**config.mk**
```make
export PLATFORM = sky130hd
export DESIGN_NAME = button_tap_hold_classifier_flat
export DESIGN_NICKNAME = d
export VERILOG_FILES = /design/src/rtl/core/btc_pkg.sv /design/src/rtl/core/btc_in_if.sv /design/src/rtl/core/btc_out_if.sv /design/src/rtl/core/button_tap_hold_classifier.sv /design/src/flat_wrapper.sv
export SDC_FILE = /design/constraint.sdc
export NUM_CORES = 1
export LEC_CHECK = 0
export BUFFER_PORTS_ARGS = -buffer_cell sky130_fd_sc_hd__buf_2
export CORE_ASPECT_RATIO = 1.4
export CORE_MARGIN = 3
export CORE_UTILIZATION = 60
export CTS_CLUSTER_DIAMETER = 80
export DETAILED_ROUTE_END_ITERATION = 12
export PLACE_DENSITY_LB_ADDON = 0.3
export REMOVE_ABC_BUFFERS = 1
export SYNTH_ARGS = -nofsm -noshare
export SYNTH_HDL_FRONTEND = slang
export SYNTH_SLANG_ARGS = --single-unit
export TNS_END_PERCENT = 1
```
**constraint.sdc**
```tcl
create_clock -name clk -period 12.4 [get_ports clk]
set_input_delay 1.86 -clock clk [delete_from_list [all_inputs] [get_ports clk]]
set_output_delay 1.86 -clock clk [all_outputs]
set_load 0.02 [all_outputs]
```
**src/rtl/core/btc_pkg.sv**
```systemverilog
// ---------------------------------------------------------------------------
// btc_pkg: shared types and constants of the button tap/hold classifier
// Field widths, event codes, register indexes and register reset values.
// ---------------------------------------------------------------------------
package btc_pkg;

  // field widths
  localparam int unsigned TIME_W  = 32;
  localparam int unsigned CFG_W   = 16;
  localparam int unsigned KIND_W  = 2;
  localparam int unsigned TAPS_W  = 8;
  localparam int unsigned INDEX_W = 3;

  typedef logic [TIME_W-1:0]  time_ms_t;
  typedef logic [CFG_W-1:0]   cfg_word_t;
  typedef logic [KIND_W-1:0]  kind_t;
  typedef logic [TAPS_W-1:0]  taps_t;
  typedef logic [INDEX_W-1:0] cfg_index_t;

  // event codes
  localparam kind_t KIND_NONE = 2'd0;
  localparam kind_t KIND_TAPS = 2'd1;
  localparam kind_t KIND_HOLD = 2'd2;
  localparam kind_t KIND_MENU = 2'd3;

  // tap count saturation
  localparam taps_t TAP_LIMIT = 8'd250;

  // register indexes
  localparam cfg_index_t REG_DEBOUNCE  = 3'd0;
  localparam cfg_index_t REG_HOLD      = 3'd1;
  localparam cfg_index_t REG_MENU_HOLD = 3'd2;
  localparam cfg_index_t REG_TAP_GAP   = 3'd3;
  localparam cfg_index_t REG_TAP_RESET = 3'd4;
  localparam cfg_index_t REG_ACTIVE_LO = 3'd5;

  // register reset values
  localparam cfg_word_t RST_DEBOUNCE  = 16'd30;
  localparam cfg_word_t RST_HOLD      = 16'd600;
  localparam cfg_word_t RST_MENU_HOLD = 16'd2000;
  localparam cfg_word_t RST_TAP_GAP   = 16'd350;
  localparam cfg_word_t RST_TAP_RESET = 16'd1500;
  localparam logic      RST_ACTIVE_LO = 1'b1;

endpackage

```
**src/rtl/core/btc_in_if.sv**
```systemverilog
// ---------------------------------------------------------------------------
// btc_in_if: sample channel
// Valid/ready channel carrying one button sample per beat.
// ---------------------------------------------------------------------------
interface btc_in_if;
  import btc_pkg::*;

  logic     valid;
  logic     ready;
  time_ms_t now_time;
  logic     pin_level;
  logic     consume;

  modport source (output valid, output now_time, output pin_level, output consume,
                  input ready);
  modport sink   (input valid, input now_time, input pin_level, input consume,
                  output ready);
endinterface

```
**src/rtl/core/btc_out_if.sv**
```systemverilog
// ---------------------------------------------------------------------------
// btc_out_if: result channel
// Valid/ready channel carrying the pending event and debounced state per beat.
// ---------------------------------------------------------------------------
interface btc_out_if;
  import btc_pkg::*;

  logic  valid;
  logic  ready;
  kind_t event_kind;
  taps_t event_taps;
  logic  pressed_now;

  modport source (output valid, output event_kind, output event_taps,
                  output pressed_now, input ready);
  modport sink   (input valid, input event_kind, input event_taps,
                  input pressed_now, output ready);
endinterface

```
**src/rtl/core/button_tap_hold_classifier.sv**
```systemverilog
// ---------------------------------------------------------------------------
// button_tap_hold_classifier: debounced button with tap and hold detection
// Debounces a timestamped pin sample stream, classifies presses into taps,
// hold and menu hold, and reports a one-slot pending event per sample.
// ---------------------------------------------------------------------------
//  channel   | dir | beat contents                         | handshake
//  ----------+-----+---------------------------------------+-------------
//  in_ch     | in  | now_time[31:0], pin_level, consume    | valid/ready
//  out_ch    | out | event_kind[1:0], event_taps[7:0],     | valid/ready
//            |     | pressed_now                           |
//  cfg       | in  | cfg_index[2:0], cfg_data[15:0]        | cfg_we only
//
//  One sample per cycle sustained while out_ch is ready; a sample is captured
//  in the sample register, then the classifier update lands in the result register.
//  rst is synchronous: state and registers return to defaults, button released.
//  A stalled out_ch holds its beat; in_ch keeps filling the sample register
//  while the result register is free or being drained in the same cycle.
// ---------------------------------------------------------------------------
module button_tap_hold_classifier (
  input  logic                  clk,
  input  logic                  rst,
  input  logic                  cfg_we,
  input  btc_pkg::cfg_index_t   cfg_index,
  input  btc_pkg::cfg_word_t    cfg_data,
  btc_in_if.sink                in_ch,
  btc_out_if.source             out_ch
);
  import btc_pkg::*;

  // configuration
  cfg_word_t debounce_time;
  cfg_word_t hold_time;
  cfg_word_t menu_hold_time;
  cfg_word_t tap_gap_time;
  cfg_word_t tap_reset_time;
  logic      active_low;

  // sample register
  logic     smp_valid;
  time_ms_t smp_now;
  logic     smp_pin;
  logic     smp_consume;

  // classifier state
  logic     raw_last, raw_last_next;
  logic     stable_state, stable_state_next;
  time_ms_t raw_change_time, raw_change_time_next;
  time_ms_t press_start_time, press_start_time_next;
  taps_t    tap_total, tap_total_next;
  taps_t    emitted_taps, emitted_taps_next;
  time_ms_t last_tap_time, last_tap_time_next;
  kind_t    pending_kind, pending_kind_next;
  taps_t    pending_taps, pending_taps_next;

  // result register
  logic  res_valid;
  kind_t res_kind;
  taps_t res_taps;
  logic  res_pressed;

  logic     advance;
  logic     pressed;
  time_ms_t since_change;
  time_ms_t held;
  time_ms_t since_tap;

  // flow control
  assign advance     = smp_valid && (!res_valid || out_ch.ready);
  assign in_ch.ready = !smp_valid || advance;

  // configuration writes
  always_ff @(posedge clk) begin
    if (rst) begin
      debounce_time  <= RST_DEBOUNCE;
      hold_time      <= RST_HOLD;
      menu_hold_time <= RST_MENU_HOLD;
      tap_gap_time   <= RST_TAP_GAP;
      tap_reset_time <= RST_TAP_RESET;
      active_low     <= RST_ACTIVE_LO;
    end else if (cfg_we) begin
      unique case (cfg_index)
        REG_DEBOUNCE:  debounce_time  <= cfg_data;
        REG_HOLD:      hold_time      <= cfg_data;
        REG_MENU_HOLD: menu_hold_time <= cfg_data;
        REG_TAP_GAP:   tap_gap_time   <= cfg_data;
        REG_TAP_RESET: tap_reset_time <= cfg_data;
        REG_ACTIVE_LO: active_low     <= cfg_data[0];
        default: ;
      endcase
    end
  end

  // sample register
  always_ff @(posedge clk) begin
    if (rst) begin
      smp_valid <= 1'b0;
    end else if (in_ch.ready) begin
      smp_valid <= in_ch.valid;
    end
  end

  always_ff @(posedge clk) begin
    if (in_ch.valid && in_ch.ready) begin
      smp_now     <= in_ch.now_time;
      smp_pin     <= in_ch.pin_level;
      smp_consume <= in_ch.consume;
    end
  end

  // classifier update for the sample in the register
  always_comb begin
    raw_last_next         = raw_last;
    stable_state_next     = stable_state;
    raw_change_time_next  = raw_change_time;
    press_start_time_next = press_start_time;
    tap_total_next        = tap_total;
    emitted_taps_next     = emitted_taps;
    last_tap_time_next    = last_tap_time;
    pending_kind_next     = pending_kind;
    pending_taps_next     = pending_taps;

    pressed = active_low ? ~smp_pin : smp_pin;
    held    = smp_now - press_start_time;

    // track raw edges
    if (pressed != raw_last) begin
      raw_last_next        = pressed;
      raw_change_time_next = smp_now;
    end

    // debounce and press classification
    since_change = smp_now - raw_change_time_next;
    if (since_change >= {16'd0, debounce_time} && pressed != stable_state) begin
      stable_state_next = pressed;
      if (pressed) begin
        press_start_time_next = smp_now;
      end else if (held >= {16'd0, menu_hold_time}) begin
        tap_total_next    = '0;
        emitted_taps_next = '0;
        if (pending_kind == KIND_NONE) begin
          pending_kind_next = KIND_MENU;
          pending_taps_next = '0;
        end
      end else if (held >= {16'd0, hold_time}) begin
        tap_total_next    = '0;
        emitted_taps_next = '0;
        if (pending_kind == KIND_NONE) begin
          pending_kind_next = KIND_HOLD;
          pending_taps_next = '0;
        end
      end else begin
        if (tap_total < TAP_LIMIT) begin
          tap_total_next = tap_total + 8'd1;
        end
        last_tap_time_next = smp_now;
      end
    end

    // tap sequence emission, then count expiry
    since_tap = smp_now - last_tap_time_next;
    if (!stable_state_next && tap_total_next != '0 && emitted_taps_next != tap_total_next &&
        since_tap >= {16'd0, tap_gap_time}) begin
      if (pending_kind_next == KIND_NONE) begin
        pending_kind_next = KIND_TAPS;
        pending_taps_next = tap_total_next;
      end
      emitted_taps_next = tap_total_next;
    end
    if (!stable_state_next && tap_total_next != '0 &&
        since_tap >= {16'd0, tap_reset_time}) begin
      tap_total_next    = '0;
      emitted_taps_next = '0;
    end
  end

  // classifier state register
  always_ff @(posedge clk) begin
    if (rst) begin
      raw_last         <= 1'b0;
      stable_state     <= 1'b0;
      raw_change_time  <= '0;
      press_start_time <= '0;
      tap_total        <= '0;
      emitted_taps     <= '0;
      last_tap_time    <= '0;
      pending_kind     <= KIND_NONE;
      pending_taps     <= '0;
    end else if (advance) begin
      raw_last         <= raw_last_next;
      stable_state     <= stable_state_next;
      raw_change_time  <= raw_change_time_next;
      press_start_time <= press_start_time_next;
      tap_total        <= tap_total_next;
      emitted_taps     <= emitted_taps_next;
      last_tap_time    <= last_tap_time_next;
      // consume clears the slot after this beat's result
      pending_kind     <= smp_consume ? KIND_NONE : pending_kind_next;
      pending_taps     <= smp_consume ? '0 : pending_taps_next;
    end
  end

  // result register
  always_ff @(posedge clk) begin
    if (rst) begin
      res_valid <= 1'b0;
    end else if (advance) begin
      res_valid <= 1'b1;
    end else if (out_ch.ready) begin
      res_valid <= 1'b0;
    end
  end

  always_ff @(posedge clk) begin
    if (advance) begin
      res_kind    <= pending_kind_next;
      res_taps    <= pending_taps_next;
      res_pressed <= stable_state_next;
    end
  end

  assign out_ch.valid       = res_valid;
  assign out_ch.event_kind  = res_kind;
  assign out_ch.event_taps  = res_taps;
  assign out_ch.pressed_now = res_pressed;

endmodule

```
**src/flat_wrapper.sv**
```systemverilog
// flat-port wrapper written by rule: the top's interface ports become plain ports
module button_tap_hold_classifier_flat import btc_pkg::*;
  (clk, rst, cfg_we, cfg_index, cfg_data, in_ch_valid, in_ch_now_time, in_ch_pin_level, in_ch_consume, in_ch_ready, out_ch_valid, out_ch_event_kind, out_ch_event_taps, out_ch_pressed_now, out_ch_ready);
  btc_in_if in_ch_i ();
  btc_out_if out_ch_i ();
  input  logic clk;
  input  logic rst;
  input  logic cfg_we;
  input  btc_pkg::cfg_index_t cfg_index;
  input  btc_pkg::cfg_word_t cfg_data;
  input wire logic [$bits(in_ch_i.valid)-1:0] in_ch_valid;
  input wire logic [$bits(in_ch_i.now_time)-1:0] in_ch_now_time;
  input wire logic [$bits(in_ch_i.pin_level)-1:0] in_ch_pin_level;
  input wire logic [$bits(in_ch_i.consume)-1:0] in_ch_consume;
  output wire logic [$bits(in_ch_i.ready)-1:0] in_ch_ready;
  output wire logic [$bits(out_ch_i.valid)-1:0] out_ch_valid;
  output wire logic [$bits(out_ch_i.event_kind)-1:0] out_ch_event_kind;
  output wire logic [$bits(out_ch_i.event_taps)-1:0] out_ch_event_taps;
  output wire logic [$bits(out_ch_i.pressed_now)-1:0] out_ch_pressed_now;
  input wire logic [$bits(out_ch_i.ready)-1:0] out_ch_ready;
  assign in_ch_i.valid = in_ch_valid;
  assign in_ch_i.now_time = in_ch_now_time;
  assign in_ch_i.pin_level = in_ch_pin_level;
  assign in_ch_i.consume = in_ch_consume;
  assign in_ch_ready = in_ch_i.ready;
  assign out_ch_valid = out_ch_i.valid;
  assign out_ch_event_kind = out_ch_i.event_kind;
  assign out_ch_event_taps = out_ch_i.event_taps;
  assign out_ch_pressed_now = out_ch_i.pressed_now;
  assign out_ch_i.ready = out_ch_ready;
  button_tap_hold_classifier u_core (.clk(clk), .rst(rst), .cfg_we(cfg_we), .cfg_index(cfg_index), .cfg_data(cfg_data), .in_ch(in_ch_i), .out_ch(out_ch_i));
endmodule
```
==> results.yml, run 1 <==
run:
  max-cap-violations: 0
drt:
  routed_wl_um: 50160
  drc: 0
  ant_nets: 0
  vias: 16350
  dr.pass1.iters: 6
  routed_via_density: 6.222
  wl_per_cell_um: 19.10
  drt_iter0_markers: 1137
pwr:
  p_seq_frac: 0.365
  power_leakage_uw: 0.007591
  p_comb_frac: 0.292
  power_density_mw_per_mm2: 126.4
  netSwitchingFraction: 0.3348
  pwr-share-clk: 0.343
  p_int_uw: 1634
  vdd_drop_max_v: 0.0001279
  switchingPower_uw: 822.1
logic_synthesis:
  synth_fa_ha_area_frac: 0.1190
  muxShareOfSynthArea: 0.05293
  synthCells: 2201
  ys_warn_count: 0
  synth_compound_area_frac: 0.2379
  avgSynthCellArea_um2: 8.120
  syn-cell-area_mm2: 0.01787
  synth_ff_type: "dfxtp_1"
  synth_top_family_by_area: "compound AO/OA/AOI/OAI gates"
  synth_xor_area_frac: 0.03591
  yosysUniqueCellTypes: 106
  synth-simple-area-share: 0.1941
  synth-edff-count: 45
  ys_seq_area_frac: 0.3075
  ys_ff_latch: 252
  async_reset_ff_frac: 0
placement:
  port_buffers: 70
  gp_congestion: 0.9792
  dp_hpwl_um: 37940
  place_inst: 2577
  place_area_mm2: 0.01850
clock_network:
  cts.path.max_buffers: 3
  cts_num_sinks: 252
  postCtsSetupRepairBufs: 0
  root_buffer: "clkbuf_16"
  cts_made_buffers: 27
  htreeDepth: 1
  hold_buffers: 0
  cts_tree: "yes"
  path_clk_slew_ns: 0.06
  ctsResizeCount: 0
  clkLatencyLatePin_ns: 0.57
cells_and_area:
  final_area_mm2: 0.01942
  drive_above_1_share: 0.08367
  antenna_cells: 0
  post-route-util: 0.6638
  area_growth_pct: 8.674
  fin_cells: 2627
  n_fill_cell: 2532
  layout.nets: 2452
timing:
  hold_viol_final: 0
  period_share: 0.8781
  min_period_ns: 10.89
  skew_ns: 0.02327
  fmax_ghz: 0.09184
  rsz0062_at_grt: "false"
  setup_tns_ns: 0
  setup_violations: 0
  tightest_slew_ns: 1.224
  slew_headroom: 0.1812
  slew_viol_final: 0
setup_path:
  critical_path_class: "flip-flop to flip-flop"
  critPathRequiredTime_ns: 12.91
  worst_setup_path_start_kind: "flip-flop"
  max_stage_delay_ns: 0.63
  worstPathArrival_ns: 11.40
  path_max_fanout: 26
  cp_slowest_cell: "xnor3_2"
  critPathCaptureType: "flip-flop"
floorplanning:
  ios: 71
  die_h_um: 210.2
  core_mm2: 0.02926
  die_width_um: 151.9
  row_count: 74
  die-area_mm2: 0.03192
  start_util: 0.6108
grt:
  antenna_found_initial: 1
  grtUsageMet1: 0.3792
  busiest_layer: "met2"
  met2_usage: 0.5235
  grtUsageTotal: 0.3050
  overflow: 0
  grt_pass1_vias: 15550
  grt_max_degree: 89
  gr-usage-met3: 0.03266
  grt_pass1_wl_um: 80800
run_status:
  status: "finished, final reports clean"
hold_path:
  hold_path.class: "flip-flop to flip-flop"
-- metal layers --
layer / vias up / wire length (µm)
li1: 7993 / -
met1: 7692 / 20600
met2: 507 / 24000
met3: 152 / 2569
met4: 2 / 2976
met5: - / 16
-- final cells by class --
type                            count  area [µm²]  area share
Sequential cell                   252        5495      0.2829
Multi-Input combinational cell   1704       11460      0.5901
Timing Repair Buffer               87       484.2     0.02493
Tap cell                          380       475.5     0.02448
Clock buffer                       32       735.7     0.03788
Clock inverter                     18       190.2    0.009792
Inverter                          154       580.6     0.02989
-- critical path, delay by kind of cell (launching register included) --
family / cells / cell delay (ns)
AO/OA/AOI/OAI: 21 / 5.33
AND/OR/NAND/NOR: 12 / 2.73
adder cells (fa/ha/maj): 4 / 1.14
XOR/XNOR: 2 / 0.80
flip-flops: 1 / 0.45
multiplexers: 1 / 0.31
buffers and inverters: 1 / 0.05
-- worst paths after layout --
| path | startpoint | end | slack, ns | cells past startpoint |
|---|---|---|---|---|
| hold reg to reg | u_core.hold_time[2] | u_core.hold_time[2] | 0.45 | 2 |
| hold / removal | u_core.hold_time[2] | u_core.hold_time[2] | 0.45 | 2 |
| setup / recovery | u_core.active_low | u_core.emitted_taps[0] | 1.51 | 41 |
| setup reg to reg | u_core.active_low | u_core.emitted_taps[0] | 1.51 | 41 |
-- synthesized netlist by cell type, drive strengths merged, types with 15 or more instances --
library cell | number | area (µm²)
a211o | 25 | 219.0
a211oi | 64 | 485.5
a21o | 40 | 300.3
a21oi | 223 | 1120
a22o | 16 | 140.1
a31oi | 15 | 115.1
and3 | 16 | 100.1
clkbuf | 82 | 309.0
dfxtp | 207 | 4144
edfxtp | 45 | 1351
ha | 166 | 2077
inv | 154 | 578.1
mux2i | 90 | 900.9
nand2 | 270 | 1013
nand2b | 36 | 232.7
nand3 | 48 | 240.2
nand4 | 25 | 156.4
nor2 | 204 | 773.2
nor2b | 32 | 200.2
nor3 | 37 | 201.5
o211ai | 23 | 172.7
o21ai | 97 | 493.0
xnor2 | 48 | 427.9
xor2 | 19 | 166.4
-- flip-flops by register name, summed over array words and instances (netlist names), 8 cells and up --
| signal | count |
|---|---|
| u_core.debounce_time | 16 |
| u_core.emitted_taps | 8 |
| u_core.hold_time | 16 |
| u_core.last_tap_time | 32 |
| u_core.menu_hold_time | 16 |
| u_core.out_ch.event_taps | 8 |
| u_core.pending_taps | 8 |
| u_core.press_start_time | 32 |
| u_core.raw_change_time | 32 |
| u_core.smp_now | 32 |
| u_core.tap_gap_time | 16 |
| u_core.tap_reset_time | 16 |
| u_core.tap_total | 8 |
-- placed cells by master (no fill, tap or decap), drive strengths merged, types with 64 or more instances in the layout --
master,instances
nand2,270
a21oi,223
dfxtp,207
nor2,204
ha,166
inv,158
o21ai,97
mux2i,90
buf,87
a211oi,64
-- metrics by stage --
step	total power (µW)	setup WS, ns	hold WS (ns)
3_5_place_dp	1616	1.707	0.4470
6_report	2456	1.511	0.4535
5_1_grt	2591	0.7513	0.4674
2_1_floorplan	1418	1.489	0.4278
4_1_cts	2465	1.653	0.4564
3_3_place_gp	1601	2.110	0.4429
-- power groups by stage --
stage	logic, µW	registers (µW)	clock network [µW]
finish	718	896	842
global route	801	899	890
CTS	709	896	860
global placement	689	912	0
detailed placement	703	913	0
floorplan	512	907	0
-- logic make-up after synthesis --
group / count (synthesis)
buf+inv: 245
compound gates: 633
mux: 94
simple gates: 739
fa+ha+maj: 169
flops: 252
xor+xnor: 69
No activity file was read; power rests on OpenSTA's default activity.
==> inputs of run 2 (changes only) <==
--- a/config.mk
+++ b/config.mk
@@ -6,7 +6,7 @@
 export NUM_CORES = 1
 export LEC_CHECK = 0
 export BUFFER_PORTS_ARGS = -buffer_cell sky130_fd_sc_hd__buf_2
-export CORE_ASPECT_RATIO = 1.4
+export CORE_ASPECT_RATIO = 1.2
 export CORE_MARGIN = 3
 export CORE_UTILIZATION = 60
 export CTS_CLUSTER_DIAMETER = 80
==> run 2 against run 1 <==
Effect of this change:
- first-iteration DRC count increased by 4.9%
- final area increased by 0.43%
- final cell count increased by 0.23%
- core utilization increased by 0.65 points
- non-clock buffer count decreased by 3
- register-to-register slack improved by 0.18 ns
- sequential share of layout area decreased by 0.12 points
- hold slack improved by 0.0017 ns
- fmax increased by 1.6%
- worst setup slack improved by 0.18 ns
- clock power increased by 8.2%
- critical path type unchanged
==> results.yml, run 2 (synthesized netlist as in run 1, its figures left out) <==
run_status:
  status: "finished, final reports clean"
floorplanning:
  ios: 71
  die_width_um: 163.6
  start_util: 0.6142
  die-area_mm2: 0.03190
  die_h_um: 195.1
  core_mm2: 0.02910
  row_count: 68
setup_path:
  path_buf_inv: 2
  reg2reg_slack_ns: 1.69
  worst_setup_path_start_kind: "flip-flop"
  cpLargestDelayFamily: "compound AO/OA/AOI/OAI gates"
  critical_path_class: "flip-flop to flip-flop"
  cp_slowest_cell: "xnor3_2"
  critPathCaptureType: "flip-flop"
  crit_top_cell: "ha_1"
  max_stage_delay_ns: 0.61
  path_max_fanout: 26
  worstPathArrival_ns: 11.24
  critPathRequiredTime_ns: 12.92
grt:
  antenna_found_initial: 0
  grtUsageTotal: 0.2997
  grt_max_degree: 91
  grt_pass1_wl_um: 78600
  grt_pass1_vias: 15480
  overflow: 0
drt:
  drc: 0
  drt_iter0_markers: 1193
  wl_per_cell_um: 18.64
  routed_wl_um: 49070
  vias: 16140
  routed_via_density: 6.128
  ant_nets: 0
  dr.pass1.iters: 7
cells_and_area:
  drive_above_1_share: 0.08319
  layout_common_cells: "nand2_1 (270), a21oi_1 (222), dfxtp_1 (207), nor2_1 (201), ha_1 (166)"
  n_fill_cell: 2460
  layout.nets: 2451
  area_growth_pct: 9.143
  layout_commonest_cell: "nand2_1"
  antenna_cells: 0
  seq_area_mm2: 0.005495
  multi_input_area_mm2: 0.01147
pwr:
  p_seq_frac: 0.355
  switchingPower_uw: 844.0
  pwr-share-clk: 0.361
  p_comb_frac: 0.283
  p_int_uw: 1679
  vdd_drop_max_v: 0.0001364
  netSwitchingFraction: 0.3346
  power_leakage_uw: 0.007611
  power_density_mw_per_mm2: 129.3
placement:
  port_buffers: 70
  dp_hpwl_um: 36410
  dp_slack_ns: 1.899
  gp_congestion: 1.009
timing:
  rsz0062_at_grt: "false"
  period_share: 0.8639
  slew_viol_final: 0
  setup_slack_ns: 1.688
  tightest_slew_ns: 1.118
  slew_headroom: 0.2519
  setup_violations: 0
  fmax_ghz: 0.09335
  setup_tns_ns: 0
  hold_viol_final: 0
  min_period_ns: 10.71
  skew_ns: 0.01797
clock_network:
  htreeDepth: 1
  cts.path.max_buffers: 3
  ctsResizeCount: 0
  postCtsSetupRepairBufs: 0
  cts_tree: "yes"
  cts_num_sinks: 252
  hold_buffers: 0
  root_buffer: "clkbuf_16"
  clkLatencyLatePin_ns: 0.59
  cts_made_buffers: 29
  path_clk_slew_ns: 0.06
hold_path:
  hold_path.class: "flip-flop to flip-flop"
run:
  max-cap-violations: 0
run 2: final timing paths:
path / start / to / cells past startpoint
setup / recovery: u_core.active_low / u_core.emitted_taps[2] / 40
hold / removal: u_core.debounce_time[5] / u_core.debounce_time[5] / 2
hold reg to reg: u_core.debounce_time[5] / u_core.debounce_time[5] / 2
setup reg to reg: u_core.active_low / u_core.emitted_taps[2] / 40
run 2: metrics by stage:
step	hold slack (ns)	std cells	power [µW]	util	instance area (µm²)
3_3_place_gp	0.4412	2579	1595	0.6353	18490
4_1_cts	0.4556	2633	2527	0.6704	19510
3_5_place_dp	0.4475	2579	1609	0.6353	18490
5_1_grt	0.4745	2633	2648	0.6704	19510
6_report	0.4551	2633	2523	0.6704	19510
2_1_floorplan	0.4278	2110	1418	-	17510
run 2: power by group through the flow:
stage	Sequential [µW]	Combinational, µW	Clock (µW)
after floorplan	907	512	0
final	897	715	911
after CTS	896	704	926
after global placement	912	683	0
after global routing	900	793	956
after detailed placement	914	696	0
run 2: worst min-delay path: cells and delay by family (launching register included):
kind,cells,cell delay [ns]
DFF,1,0.31
and+or+nand+nor,1,0.05
AOI/OAI and AO/OA,1,0.05
run 2: area by class of cell:
class,count,share of cell area
tap,385,0.02470
timing repair buffer,84,0.02367
inverter,154,0.02976
clock buffer,37,0.04195
clock inverter,17,0.01033
sequential,252,0.2817
multi-input combinational,1704,0.5879
run 2: per-layer routing:
metal	GRT usage	share of wire	vias to the layer above
met5	0	0	-
met4	0.1407	0.050	0
met3	0.02822	0.048	131
met2	0.5053	0.47	469
met1	0.3859	0.43	7531
li1	-	-	8005
